===== src/sv/dfir_pkg.sv =====
package dfir_pkg;

    localparam int SAMPLE_WIDTH   = 16;
    localparam int MAX_TAPS       = 64;
    localparam int MAX_DECIMATION = 256;
    localparam int TAP_AW         = $clog2(MAX_TAPS);
    localparam int PHASE_W        = 8;
    localparam int DIGIT_W        = 4;
    localparam int N_DIGITS       = SAMPLE_WIDTH / DIGIT_W;
    localparam int DIG_AW         = $clog2(N_DIGITS);
    localparam int ACC_W          = 2 * SAMPLE_WIDTH + TAP_AW;

    localparam int TAPCNT_W = 7;
    localparam int DEC_W    = 9;
    localparam int MODE_W   = 2;
    localparam int CFG_AW   = 2;
    localparam int CFG_DW   = 9;

    localparam logic [CFG_AW-1:0] CFG_TAP_COUNT    = 2'd0;
    localparam logic [CFG_AW-1:0] CFG_DECIMATION   = 2'd1;
    localparam logic [CFG_AW-1:0] CFG_CHANNEL_MODE = 2'd2;

    localparam logic [MODE_W-1:0] MODE_COMPLEX = 2'd0;
    localparam logic [MODE_W-1:0] MODE_I_ONLY  = 2'd1;
    localparam logic [MODE_W-1:0] MODE_Q_ONLY  = 2'd2;

    localparam logic ACT_PUSH = 1'b0;
    localparam logic ACT_LOAD = 1'b1;

    typedef struct packed {
        logic                           action;
        logic [5:0]                     tap_index;
        logic signed [SAMPLE_WIDTH-1:0] coef_i;
        logic signed [SAMPLE_WIDTH-1:0] coef_q;
        logic signed [SAMPLE_WIDTH-1:0] sample_i;
        logic signed [SAMPLE_WIDTH-1:0] sample_q;
    } t_in_item;

    typedef struct packed {
        logic signed [SAMPLE_WIDTH-1:0] out_i;
        logic signed [SAMPLE_WIDTH-1:0] out_q;
    } t_out_item;

    typedef struct packed {
        logic              clr;
        logic              load;
        logic              step;
        logic [DIG_AW-1:0] dig;
    } t_mac_ctl;

    typedef enum logic [2:0] {
        S_IDLE,
        S_FETCH,
        S_LOAD,
        S_MAC,
        S_DONE
    } t_state;

endpackage


===== src/sv/dfir_store.sv =====
module dfir_store
    import dfir_pkg::*;
(
    input  logic                           i_clk,
    input  logic                           i_rst_n,
    input  logic                           i_we,
    input  logic [TAP_AW-1:0]              i_waddr,
    input  logic signed [SAMPLE_WIDTH-1:0] i_wdata,
    input  logic [TAP_AW-1:0]              i_raddr,
    output logic signed [SAMPLE_WIDTH-1:0] o_rdata
);

    logic signed [SAMPLE_WIDTH-1:0] r_mem [MAX_TAPS];
    logic [MAX_TAPS-1:0]            r_vld;
    logic signed [SAMPLE_WIDTH-1:0] r_rd;

    // Entries that were never written since reset read as zero.
    always_ff @(posedge i_clk) begin
        if (!i_rst_n) begin
            r_vld <= '0;
        end else if (i_we) begin
            r_vld[i_waddr] <= 1'b1;
        end
    end

    always_ff @(posedge i_clk) begin
        if (i_we) begin
            r_mem[i_waddr] <= i_wdata;
        end
        r_rd <= r_vld[i_raddr] ? r_mem[i_raddr] : '0;
    end

    assign o_rdata = r_rd;

endmodule


===== config.mk =====
export PLATFORM = sky130hd
export DESIGN_NAME = dfir_store
export DESIGN_NICKNAME = d
export VERILOG_FILES = /design/src/sv/dfir_pkg.sv /design/src/sv/dfir_store.sv
export SDC_FILE = /design/constraint.sdc
export NUM_CORES = 1
export LEC_CHECK = 0
export BUFFER_PORTS_ARGS = -buffer_cell sky130_fd_sc_hd__buf_4
export CAP_MARGIN = 20
export CORE_MARGIN = 2
export CORE_UTILIZATION = 45
export CTS_BUF_LIST = sky130_fd_sc_hd__clkbuf_8 sky130_fd_sc_hd__clkbuf_16
export DETAILED_ROUTE_END_ITERATION = 16
export PLACE_DENSITY = 0.66
export SETUP_SLACK_MARGIN = 0.2
export SYNTH_ARGS = -nofsm -noshare
export SYNTH_HDL_FRONTEND = slang
export SYNTH_SLANG_ARGS = --single-unit

===== constraint.sdc =====
create_clock -name i_clk -period 2.7 [get_ports i_clk]
set_input_delay 0.27 -clock i_clk [delete_from_list [all_inputs] [get_ports i_clk]]
set_output_delay 0.27 -clock i_clk [all_outputs]
set_load 0.05 [all_outputs]

# Yosys cells after proc, flatten, opt, wreduce, memory -nomap -nowiden
# Memories as Yosys holds them, arrays and structs flattened. A register that Yosys moved wholly into a read port is not among the register bits.
# Index checks and enable logic that the tools add are counted.
classes:
  magnitude_cmp: 3
  mux: 6
  bitwise_logic: 1
  reduce_logical: 2
ops:
  columns: ["operator", "count"]
  rows:
  - ["64-bit OR", 1]
  - ["6-bit by 7-bit less-than comparator with 1-bit output, second input constant", 2]
  - ["1-bit binary-select mux with 6-bit select", 1]
  - ["1-bit demux with 6-bit select", 1]
  - ["6-bit by 1-bit >= comparator with 1-bit output, second input constant", 1]
  - ["1-bit two-way mux", 4]
  - ["1-bit logical AND", 1]
  - ["1-bit zero test", 1]
totals:
  reg_bits: 64
  mem_bits_rw: 1024
  in_bits: 31
  out_inout_bits: 16
  word_cells: 14
  memories: 1
mem_list:
  columns: ["name", "words", "word_bits", "rd", "rd_ports_with_merged_regs", "wr", "line_no", "rtl"]
  rows:
  - ["r_mem", 64, 16, 1, 1, 1, "dfir_store.sv:13", "logic signed [SAMPLE_WIDTH-1:0] r_mem [MAX_TAPS];"]

# Depth between registers and ports, before layout
depth:
  word_depth: 5
  ltp_mapped: 10
  mapped_depth_nobuf: 6

# Worst setup path after synthesis
# No wires, ideal clock.
synth_timing:
  path_type: "in2reg"
  startpoint: "input port i_we"
  endpoint: "memory r_mem[48][0] (enable)"
  setup_time_ns: 0.412
  arrival_time_ns: 1.931
  required_time_ns: 2.288
  slack_ns: 0.358
  stages: 3
  n_path_buf: 0
  cell_sequence: "nor2b_1 -> nand3_1 -> nor3_1"
synth_via:
  elab_chain_cells: 2
synth_lines:
  columns: ["element", "line_no", "rtl"]
  rows:
  - ["start: declaration", "dfir_store.sv:6", "input logic i_we,"]
  - ["1-bit two-way mux", "dfir_store.sv:27", "if (i_we) begin"]
  - ["1-bit two-way mux (implied by the code)", "dfir_store.sv:28", "r_mem[i_waddr] <= i_wdata;"]
  - ["end: declaration", "dfir_store.sv:13", null]
# No other way between the ends.

# Worst setup path in the final report
layout_timing:
  startpoint: "register r_vld[37]"
  endpoint: "register r_rd[7] (netlist: o_rdata[7]), read port of r_mem"
layout_via:
  elab_chain_cells: 3
layout_lines:
  columns: ["element", "line_no", "rtl"]
  rows:
  - ["start: declaration", "dfir_store.sv:14", "logic [MAX_TAPS-1:0] r_vld;"]
  - ["start signal: assignment", "dfir_store.sv:20", "r_vld <= '0;"]
  - ["start signal: indexed assignment", "dfir_store.sv:22", "r_vld[i_waddr] <= 1'b1;"]
  - ["1-bit binary-select mux with 6-bit select", "dfir_store.sv:30", "r_rd <= r_vld[i_raddr] ? r_mem[i_raddr] : '0;"]
  - ["1-bit two-way mux (implied by the code)", "dfir_store.sv:30", null]
  - ["1-bit zero test (no source line)", null, null]
  - ["end: declaration", "dfir_store.sv:15", "logic signed [SAMPLE_WIDTH-1:0] r_rd;"]
# No other way between the ends. The select of a mux whose other input is x is not followed.
# A chain may end at the register's enable or synchronous reset.

==> summary.md <==
| Metric | Value |
|---|---|
| Num ports | between 40 and 50 |
| Number of synthesis warnings | 0 |
| Postcts setup bufs | 0 |
| TritonCTS clock tree | done |
| Worst EP arrival | about 2800 ps |
| Design area | 0.04787 mm^2 |
| Period utilization | a little over four fifths |
| Cell Area, Synth | approximately 0.042 mm^2 |
| Largest net degree at the start of global routing | between 60 and 70 |
| Number of iterations in the first detailed-routing pass | 5 |
| Final Hold Viols | 0 |
| Cells after DPL | around 3200 |
| Max-Cap Viols | 0 |
| Power Dens Cells | between 700 and 800 mW/mm^2 |
| H-Tree Depth | 3 |
| Area growth, synth to finish | 14.88% |
| Final GP Congestion | around 0.86 |
| Die footprint | around 0.095 mm^2 |
| Placed Area | roughly 0.045 mm^2 |
| Die H | just over 300 um |
| Seq cells post-synth | around 1100 |
| NumNets Final | 2139 |
| Min Tclk post-route | 2253 ps |
| Finished Layout Cells | 3387 |
| Internal | 27.41 mW |
| EDFF count, synth | 1024 |
| Static Leakage | about 15 nW |
| Vias in the first global route | 20795 |
| Syn avg cell area | 21.84 um^2 |
| Setup crit start kind | register |
| Setup violators final | 0 |
| Worst Reg2Reg Path Length in Cells | 7 |
| # DRC | 0 |
| Max Clock Skew | 31.17 ps |
| Crit. End Element | register |
| Total GRT Usage | a little over a fifth |
| Final setup TNS | 0 ps |
| Layout cell share with drive strength beyond 1 | 28.84% |
| Vias | between 20000 and 25000 |
| CTS sink count | around 1100 |
| Count of different cell masters after synthesis | 37 |
| Post-synthesis sequential area ratio | 77.64% |
| Initial Util | roughly 45% |
| VDD IR-drop max | 463.2 uV |
| Final HPWL DP | between 50 and 60 mm |
| FP Rows | about 110 |
| Chip width | a little over 300 um |
| Clock tree buffer depth | 3 |
| CTS root buf | clkbuf_16 |
| Sw power | between 7 and 8 mW |
| # resized after CTS | 0 |
| Initial antenna violation count | 7 |
| Clock-pin slew on the worst setup and hold paths | 60 ps |
| Clock power frac | around 40% |
| Async SR Flop Fraction | 0% |
| Drt via density | between 6 and 7 |
| Comb pwr share | between 5 and 6% |
| Total wire length | just over 100 mm |
| Post-Syn Nets | just under 2000 |
| Core area | between 0.09 and 0.1 mm^2 |
| Sw frac | approximately a fifth |
| Fmax | approximately 0.44 GHz |
| Fin. max-slew vios | 0 |
| Wire per inst | slightly above 30 um |
| First-pass GRT wire length | roughly 150 mm |
| Max FO, Critical Path | 8 |
| Hold buffers post-CTS | 0 |
| Hold Crit Class | in2reg |
| Worst path required time | between 3000 and 4000 ps |
| Slew @ Worst Pin | slightly above 800 ps |
| Register share of total power | a little over half |
| Overflow after GRT | 0 |
| Max-slew headroom | 45.26% |
| Synthesized instance count | between 1500 and 2000 |
| IO buf count | 46 |
| Hold Crit Depth | 1 |
| Clock Latency Late Sink | ~670 ps |
| Antenna viol nets, final | 0 |
| Top_reg_cell synth | edfxtp_1 |
| RSZ-0062 raised after global routing | no |
| CTS buffer count | 108 |
| Critical path type | reg2reg |
| Status | complete, no violations |
| Drt initial violations | between 2000 and 3000 |
[Yosys cell counts (all sizes together) (2+ instances only)]
master | number | share of area [%]
a21oi | 64 | 0.77
nand3b | 2 | 0.036
nor2 | 67 | 0.60
mux2i | 9 | 0.22
nor3 | 20 | 0.24
a221oi | 2 | 0.057
o21a | 64 | 1.2
buf | 66 | 1.0
nand2 | 9 | 0.081
nand3 | 7 | 0.084
or2 | 2 | 0.030
inv | 4 | 0.036
clkbuf | 44 | 0.40
nor2b | 8 | 0.12
edfxtp | 1024 | 74
a22oi | 129 | 2.3
nand2b | 6 | 0.090
nor4 | 16 | 0.24
mux4 | 268 | 14
nand4 | 3 | 0.045
o311a | 2 | 0.048
and2 | 2 | 0.030
dfxtp | 80 | 3.8
[critical path, stage by stage, from the launching register on]
cell      delay, ps
dfxtp_1         310
mux4_2          450
or2_0           220
a311oi_1        360
nor2_1          130
a41oi_4         230
buf_4           260
nor3_1          110
[per-layer routing]
layer	global-route usage [%]	up-vias	wire length, um
met5	0	-	80
met4	5.933	12	2584
met3	4.508	181	8597
met2	34.60	912	49080
met1	30.78	11179	42260
li1	-	8495	-
[registers in the layout, summed over array words and instances, names as in the netlist]
register	count
o_rdata	16
r_vld	64
r_mem	1024
[through the flow]
step	total power [mW]	worst slack [ps]	hold slack, ps	util [%]
floorplan	20.17	357.6	368.9	-
global placement	21.03	-102.6	441.4	48.61
detailed placement	21.08	-119.1	451.1	48.61
CTS	34.96	496.8	156.5	52.22
global route	35.72	352.7	174.4	52.22
finish	34.74	446.8	166.7	52.22
[kinds of logic after synthesis]
| kind of cell | Yosys count | share of synthesized area (%) |
|---|---|---|
| flip-flops | 1104 | 77.64 |
| multiplexers | 278 | 14.73 |
| AO/OA/AOI/OAI | 268 | 4.546 |
| AND/OR/NAND/NOR | 144 | 1.634 |
| buffers and inverters | 114 | 1.453 |
[cells in the final DEF, fill, tap and decap left out, types with 2 or more instances in the layout]
cell type	count
a21oi_1	64
a22oi_1	129
buf_12	33
buf_4	165
buf_8	2
bufinv_16	5
clkbuf_16	111
clkinv_1	29
clkinv_2	20
clkinvlp_4	3
dfxtp_1	80
diode_2	3
edfxtp_1	1024
inv_1	32
inv_6	2
mux2i_1	9
mux4_2	268
nand2_1	9
nand2b_1	6
nand3_1	7
nand3b_1	2
nand4_1	3
nor2_1	57
nor2_2	9
nor2b_1	6
nor2b_4	2
nor3_1	16
nor3_2	4
nor4_1	16
o21a_1	64
o311a_1	2
or2_0	2
[power by group through the flow]
stage / Sequential, mW / Combinational, mW / Clock, mW
finish: 18.9 / 1.85 / 14.0
global route: 18.9 / 1.96 / 14.9
CTS: 18.9 / 1.87 / 14.2
detailed placement: 19.2 / 1.86 / 0
global placement: 19.2 / 1.82 / 0
floorplan: 19.3 / 0.920 / 0
[final timing paths]
| kind | startpoint | to | slack, ps |
|---|---|---|---|
| setup / recovery | r_vld[37]$_SDFFE_PN0P_ | o_rdata[7]$_SDFF_PN0_ | 450 |
| hold / removal | i_wdata[5] | r_mem[52][5]$_DFFE_PP_ | 170 |
| setup reg to reg | r_vld[37]$_SDFFE_PN0P_ | o_rdata[7]$_SDFF_PN0_ | 450 |
| hold reg to reg | r_vld[49]$_SDFFE_PN0P_ | r_vld[49]$_SDFFE_PN0P_ | 460 |
[area by class of cell]
class / instances / area, um^2
Antenna cell: 3 / 7.507
Clock buffer: 112 / 2791
Clock inverter: 88 / 513.0
Fill cell: 7019 / 43790
Inverter: 4 / 15.01
Multi-Input combinational cell: 690 / 8778
Sequential cell: 1104 / 32350
Tap cell: 1186 / 1484
Timing Repair Buffer: 200 / 1929
Note: power is estimated with default switching activity, not from simulation.
