## config.mk

```make
export PLATFORM = sky130hd
export DESIGN_NAME = dfir_mac
export DESIGN_NICKNAME = d
export VERILOG_FILES = /design/src/sv/dfir_pkg.sv /design/src/sv/dfir_mac.sv
export SDC_FILE = /design/constraint.sdc
export NUM_CORES = 1
export LEC_CHECK = 0
export ABC_AREA = 0
export BUFFER_PORTS_ARGS = -buffer_cell sky130_fd_sc_hd__buf_2
export CORE_MARGIN = 2
export CORE_UTILIZATION = 55
export DETAILED_ROUTE_END_ITERATION = 6
export GPL_TIMING_DRIVEN = 0
export PLACE_DENSITY = 0.69
export RECOVER_POWER = 100
export SYNTH_ARGS = -nofsm -noshare
export SYNTH_HDL_FRONTEND = slang
export SYNTH_SLANG_ARGS = --single-unit
```

## constraint.sdc

```tcl
create_clock -name i_clk -period 10.4 [get_ports i_clk]
set_input_delay 3.12 -clock i_clk [delete_from_list [all_inputs] [get_ports i_clk]]
set_output_delay 3.12 -clock i_clk [all_outputs]
set_load 0.01 [all_outputs]
```

## src/sv/dfir_pkg.sv

```systemverilog
package dfir_pkg;

    localparam int SAMPLE_WIDTH   = 16;
    localparam int MAX_TAPS       = 64;
    localparam int MAX_DECIMATION = 256;
    localparam int TAP_AW         = $clog2(MAX_TAPS);
    localparam int PHASE_W        = 8;
    localparam int DIGIT_W        = 4;
    localparam int N_DIGITS       = SAMPLE_WIDTH / DIGIT_W;
    localparam int DIG_AW         = $clog2(N_DIGITS);
    localparam int ACC_W          = 2 * SAMPLE_WIDTH + TAP_AW;

    localparam int TAPCNT_W = 7;
    localparam int DEC_W    = 9;
    localparam int MODE_W   = 2;
    localparam int CFG_AW   = 2;
    localparam int CFG_DW   = 9;

    localparam logic [CFG_AW-1:0] CFG_TAP_COUNT    = 2'd0;
    localparam logic [CFG_AW-1:0] CFG_DECIMATION   = 2'd1;
    localparam logic [CFG_AW-1:0] CFG_CHANNEL_MODE = 2'd2;

    localparam logic [MODE_W-1:0] MODE_COMPLEX = 2'd0;
    localparam logic [MODE_W-1:0] MODE_I_ONLY  = 2'd1;
    localparam logic [MODE_W-1:0] MODE_Q_ONLY  = 2'd2;

    localparam logic ACT_PUSH = 1'b0;
    localparam logic ACT_LOAD = 1'b1;

    typedef struct packed {
        logic                           action;
        logic [5:0]                     tap_index;
        logic signed [SAMPLE_WIDTH-1:0] coef_i;
        logic signed [SAMPLE_WIDTH-1:0] coef_q;
        logic signed [SAMPLE_WIDTH-1:0] sample_i;
        logic signed [SAMPLE_WIDTH-1:0] sample_q;
    } t_in_item;

    typedef struct packed {
        logic signed [SAMPLE_WIDTH-1:0] out_i;
        logic signed [SAMPLE_WIDTH-1:0] out_q;
    } t_out_item;

    typedef struct packed {
        logic              clr;
        logic              load;
        logic              step;
        logic [DIG_AW-1:0] dig;
    } t_mac_ctl;

    typedef enum logic [2:0] {
        S_IDLE,
        S_FETCH,
        S_LOAD,
        S_MAC,
        S_DONE
    } t_state;

endpackage

```

## src/sv/dfir_mac.sv

```systemverilog
module dfir_mac
    import dfir_pkg::*;
(
    input  logic                           i_clk,
    input  t_mac_ctl                       i_ctl,
    input  logic signed [SAMPLE_WIDTH-1:0] i_sample,
    input  logic signed [SAMPLE_WIDTH-1:0] i_coef,
    output logic signed [SAMPLE_WIDTH-1:0] o_result
);

    localparam int QW = ACC_W - SAMPLE_WIDTH + 1;
    localparam logic signed [ACC_W-1:0] HALF = ACC_W'(1) <<< (SAMPLE_WIDTH - 2);
    localparam logic signed [QW-1:0] Q_HI = QW'((1 << (SAMPLE_WIDTH - 1)) - 1);
    localparam logic signed [QW-1:0] Q_LO = -Q_HI - QW'(1);

    logic signed [SAMPLE_WIDTH-1:0]     r_smp;
    logic [SAMPLE_WIDTH-1:0]            r_coef;
    logic signed [ACC_W-1:0]            r_acc;
    logic signed [DIGIT_W:0]            w_digit;
    logic signed [SAMPLE_WIDTH+DIGIT_W:0] w_prod;
    logic signed [ACC_W-1:0]            w_term;
    logic signed [ACC_W-1:0]            w_sum;
    logic signed [QW-1:0]               w_q;

    // The top digit of the coefficient carries its sign; the others are unsigned.
    always_comb begin
        w_digit = {(i_ctl.dig == DIG_AW'(N_DIGITS - 1)) & r_coef[DIGIT_W-1],
                   r_coef[DIGIT_W-1:0]};
        w_prod  = r_smp * w_digit;
        w_term  = ACC_W'(w_prod) <<< (int'(i_ctl.dig) * DIGIT_W);
    end

    always_ff @(posedge i_clk) begin
        if (i_ctl.clr) begin
            r_acc <= '0;
        end else if (i_ctl.step) begin
            r_acc <= r_acc + w_term;
        end
        if (i_ctl.load) begin
            r_smp  <= i_sample;
            r_coef <= i_coef;
        end else if (i_ctl.step) begin
            r_coef <= r_coef >> DIGIT_W;
        end
    end

    // Round half up from Q8.30 to Q1.15, then saturate.
    always_comb begin
        w_sum = r_acc + HALF;
        w_q   = w_sum[ACC_W-1:SAMPLE_WIDTH-1];
        if (w_q > Q_HI) begin
            o_result = Q_HI[SAMPLE_WIDTH-1:0];
        end else if (w_q < Q_LO) begin
            o_result = Q_LO[SAMPLE_WIDTH-1:0];
        end else begin
            o_result = w_q[SAMPLE_WIDTH-1:0];
        end
    end

endmodule

```

After elaboration in Yosys (flattened, before gate mapping) --
Cells that the tools add are included.
Storage, ports and cells: register bits 70, bits in latches 0, bits in writable memories 0, memory bits (read-only) 0, input port bits 38, output and inout bits 16, logic and storage cells 16, memories kept 0
Operators by class: add/sub/neg operators 2, multiply operators 1, divide/modulo/power cells 0, magnitude comparators 2, equal/unequal tests 1, shifts and indexed selects 1, mux-type cells 4, bitwise operators 1, reductions and logical operators 1
Operators by type and width (count):
- $mux 16 | 4
- $add 38x16->38 const B | 1
- $add 38x38->38 | 1
- $sshl 21x4->38 | 1
- $gt 23x16->1 const B | 1
- $lt 23x16->1 const B | 1
- $mul 16x5->21 | 1
- $eq 2x2->1 const B | 1
- $reduce_bool 2->1 | 1
- $and 1x1->1 | 1

Logic depth before layout (Yosys ltp) --
depth in word-level cells 5, gate-level depth with buffers 29, depth with buffers taken out 27

Least setup slack after synthesis --
No wires, ideal clock.
path kind input -> register, start in i_ctl[1] (netlist bit), end reg r_acc[37], library setup time 121 ps, data arrival time 9351 ps, data required time 10279 ps, path slack 928 ps, cell stages on the path 27, buffers on the path 1, path through nand3_1 > clkbuf_1 > nor2_1 > fa_1 > inv_1 > fa_1 > fa_1 > inv_1 > ha_1 > a21oi_1 > nor2b_1 > o41a_1 > o2111ai_1 > a211oi_1 > a211o_1 > and2_2 > a21oi_1 > o21ai_0 > ha_1 > and4_1 > a221oi_1 > nand2_1 > o21ai_1 > o31ai_1 > or3_1 > nand3_2 > mux2_4
Between the ends: cells in the longest elaborated chain, start to end 5
RTL lines:
- start: declaration | line dfir_mac.sv:5 | input t_mac_ctl i_ctl,
- $eq 2x2->1 | line dfir_mac.sv:27 | w_digit = {(i_ctl.dig == DIG_AW'(N_DIGITS - 1)) & r_coef[DIGIT_W-1],
- $and 1x1->1 | line dfir_mac.sv:27
- $mul 16x5->21 | line dfir_mac.sv:29 | w_prod = r_smp * w_digit;
- $sshl 21x4->38 (*) | line dfir_mac.sv:30 | w_term = ACC_W'(w_prod) <<< (int'(i_ctl.dig) * DIGIT_W);
- $add 38x38->38 (*) | line dfir_mac.sv:37 | r_acc <= r_acc + w_term;
- end signal: assignment | line dfir_mac.sv:37
- end: declaration | line dfir_mac.sv:18 | logic signed [ACC_W-1:0] r_acc;
Every way passes the cells marked *; elsewhere a longest branch is shown, timed or not. A chain may end at the register's enable or synchronous reset.

Worst setup path in the final report --
Same ends and word-level chain as after synthesis.

==> impl.org <==
** Synth
- Of the total synthesized cell area, the portion taken by full adders, half adders and majority gates is 0.238.
- Of the total synthesized cell area, the portion taken by XOR and XNOR cells is 0.0746.
- When the netlist entered floorplanning its net count stood at 1158.
- FFs w/ async S/R, synth :: 0
- Mean instance size in the synthesized netlist :: roughly 8.4 sq um
- Post-Syn Instances :: just under 1k
- By area, the combinational part of the netlist is dominated by adder cells.
- Compound-cell area share of the yosys netlist :: 0.164
- Sequential-to-total area share from yosys stat :: 0.207
- Flop and latch count out of synthesis :: 70
- The synthesized netlist occupies a cell area of 8330 sq um.
- The Yosys step of the flow raised 0 warnings.
- Mux cell area share after synthesis :: 0.0605
- Number of distinct library cell variants in the gate-level netlist after synthesis :: just under 70
- Of the total synthesized cell area, the portion taken by AND, OR, NAND and NOR gates is 0.192.
- Number of enable-type register cells in the synthesized netlist :: 32
- For this run, the leading register cell type out of synthesis is dfxtp_1.

** CTS
- After clock tree synthesis, the clock-pin slew on the worst setup and hold paths is 70 ps.
- Hold Buf Count CTS :: 0
- TritonCTS built the clock tree.
- # clock sinks :: 70
- Clk Tree Root Cell :: clkbuf_16
- Buffer depth of the longest clock path :: 2
- In this run the number of H-tree levels came out at 3.
- Number of buffers added by the clock tree synthesis step :: 9
- Clock insertion delay at the later pin of the skew report :: 350 ps

** STA
- For the final routed database, the setup TNS stands at 0 ps.
- The smallest clock period supported by the final layout is computed as 9960 ps.
- The number of hold violations in the final report came to 0.
- Final Hold Slack :: roughly 500 ps
- In the finished design, the share of the clock period the worst path needs comes to 0.958.
- Final Max Tran Viols :: 0
- Static timing analysis puts the maximum clock frequency at 100 MHz.
- At the pin with the least slew margin, the transition time is between 1000 and 1500 ps.
- Final setup violation count :: 0
- On the final layout, the worst clock skew is 7.49 ps.
- Measured against its own limit, the worst slew margin works out to 0.282.

** Final layout
- The final layout contains 1219 nets.
- The area growth from synthesis to layout is 9.25%.
- Fraction of layout cells with a size suffix above 1 :: 0.0803
- Leaving out fill and tap cells, the most frequent cell in the layout is inv_1.
- Final design utilization :: 0.622
- The repair_antennas step left the layout with diodes totalling 0.
- In the layout the commonest cells are 106 x inv_1, 97 x nor2_1, 77 x ha_1.

** Drt
- Violation count after the first detailed-routing iteration :: 391
- The first TritonRoute pass finished after 5 iterations.
- In this run the remaining antenna-violating nets after routing total 0.
- Dividing the detail-routed wire length by the instance count gives roughly 15 um.
- Routed WL :: 18600 um
- Via count of the routed design :: 6966
- Via density per instance :: 5.61
- # DRC :: 0

** Hold path
- The worst hold path belongs to the class reg2reg.
- Destination of the worst hold path :: r_acc[13]
- Instance count along the most critical hold path :: 2
- The worst hold path begins at r_acc[13].

** Floorplanning
- X dimension of the die :: approximately 130 um
- For this design the top-level I/O count stands at 54.
- After floorplanning, the core was divided into 44 placement rows.
- The core region is between 10000 and 15000 sq um.
- Overall die area :: 16100 sq um
- Starting density of the core :: 0.569
- Vertical die dimension :: 127 um

** Critical path
- Crit-path max cell delay :: 550 ps
- Arrival time worst endpoint :: 10210 ps
- Class of the most critical setup path :: in2reg
- Most frequent cell on the critical path :: fa_1
- For the worst flop-to-flop path, the logic depth is 27.
- The startpoint identified for the worst register-to-register timing path is r_coef[3].
- The worst setup path is captured at a flop.
- Flop-to-flop setup slack :: 2770 ps
- Cell at the slowest stage of the critical path :: fa_1
- Endpoint required time on the critical path :: 10640 ps
- Worst reg2reg endpoint :: r_acc[37]
- Critical path peak fanout :: 10
- Startpoint class of the critical path :: primary input

** Place
- Summed over all nets, the half-perimeter wirelength after detailed placement is 14800 um.
- At the end of routability-driven placement, the weighted congestion stood at 0.881.
- In this run the tool buffered the top-level ports with between 50 and 60 buffer cells.

** GRT
- The first global-routing pass estimated 31300 um of wire.
- For this run the aggregate overflow at the end of global routing stands at 0.
- Entering global routing, the biggest net connects 18 pins.
- The number of antenna violations at the first check in global routing is 0.
- The via count of the first global-routing pass came to ~6.5k.
- For this run, the total global-route usage over all layers was measured as 0.238.

** Pwr
- Largest vdd supply drop :: 0.000265 V
- Dividing total power by cell area gives a power density of 311 nW/um^2.
- In this run the static leakage power is 4.14 nW.

** Outcome
- The run finished with clean final reports.

** Job
- The tool flagged a number of max-cap violations equal to 0.
flip-flops by register name, summed over array words and instances (netlist names):
signal / cells
r_smp: 16
r_acc: 38
r_coef: 16
routing by layer:
layer	track usage	up-vias	part of all wire
li1	-	3515	-
met1	0.326	3319	0.48
met5	0	-	0
met4	0.0562	0	0.010
met2	0.400	114	0.48
met3	0.0343	18	0.028
power by group:
part | internal [mW] | leakage [nW] | switching [mW] | total [mW]
Clock | 0.170 | 0.147 | 0.144 | 0.314
Sequential | 0.351 | 0.636 | 0.0663 | 0.417
Combinational | 0.874 | 3.36 | 1.23 | 2.10
final cells by class:
class                      count  area (sq um)
multi-input combinational    780          6090
fill                        1323          5540
sequential                    70          1720
inverter                     107           402
timing repair buffer          51           238
tap                          184           230
clock buffer                   9           225
buffer                        34           129
clock inverter                 7          71.3
what timing repair did:
| action | 4_1_cts | 5_1_grt |
|---|---|---|
| setup buffers | 0 | 0 |
| setup endpoints to repair | 3 | 9 |
| resized for setup | 2 | 4 |
critical path: cells and delay by family:
| family | cells | cell delay [ps] |
|---|---|---|
| compound gates | 10 | 2410 |
| simple gates | 8 | 1430 |
| fa+ha+maj | 5 | 2340 |
| buf+inv | 4 | 580 |
| mux | 1 | 300 |
logic make-up (layout without fill, tap and decap cells):
family / after synthesis / in the layout
multiplexers: 48 / 48
adder cells (fa/ha/maj): 128 / 128
AO/OA/AOI/OAI: 212 / 212
flip-flops: 70 / 70
XOR/XNOR: 71 / 71
AND/OR/NAND/NOR: 321 / 321
buffers and inverters: 142 / 208
worst max path at each step:
stage | startpoint | end | slack (ps) | depth (start not counted)
finish | i_ctl[1] | r_acc[37] | 440 | 28
global route | i_ctl[1] | r_acc[37] | -20 | 28
CTS | i_ctl[1] | r_acc[37] | 170 | 28
detailed placement | i_ctl[1] | r_acc[36] | -450 | 30
global placement | i_ctl[1] | r_acc[37] | -390 | 28
floorplan | i_ctl[1] | r_acc[37] | 930 | 27
stage by stage:
step | cells | setup WS [ps] | area [sq um] | power, mW
after global routing | 1242 | -19.6 | 9100 | 3.12
after floorplan | 992 | 928 | 8330 | 2.06
after global placement | 1227 | -385 | 8820 | 2.48
after CTS | 1243 | 172 | 9120 | 2.83
after detailed placement | 1227 | -448 | 8820 | 2.50
final | 1242 | 436 | 9100 | 2.83
synthesized netlist by cell type (3+ instances only):
cell type / number / area share
a211o_1: 4 / 0.0042
a211oi_1: 13 / 0.012
a21boi_0: 3 / 0.0027
a21o_1: 23 / 0.021
a21oi_1: 59 / 0.035
a31o_2: 3 / 0.0032
a31oi_1: 7 / 0.0053
a32oi_1: 3 / 0.0032
and2_1: 69 / 0.052
and3_1: 14 / 0.011
buf_1: 8 / 0.0036
clkbuf_1: 26 / 0.012
dfxtp_1: 38 / 0.091
edfxtp_1: 32 / 0.12
fa_1: 51 / 0.12
ha_1: 77 / 0.12
inv_1: 106 / 0.048
mux2_2: 15 / 0.020
mux2i_1: 32 / 0.038
nand2_1: 62 / 0.028
nand2b_1: 11 / 0.0083
nand3_1: 22 / 0.013
nand4_1: 8 / 0.0060
nor2_1: 97 / 0.044
nor2b_1: 6 / 0.0045
nor3_1: 11 / 0.0066
o211ai_1: 4 / 0.0036
o21a_1: 8 / 0.0072
o21ai_0: 52 / 0.031
o21ai_1: 5 / 0.0030
o21bai_1: 6 / 0.0054
or2_2: 4 / 0.0030
or3_1: 3 / 0.0023
xnor2_1: 45 / 0.047
xor2_1: 26 / 0.027
Note: power is estimated with default switching activity, not from simulation.
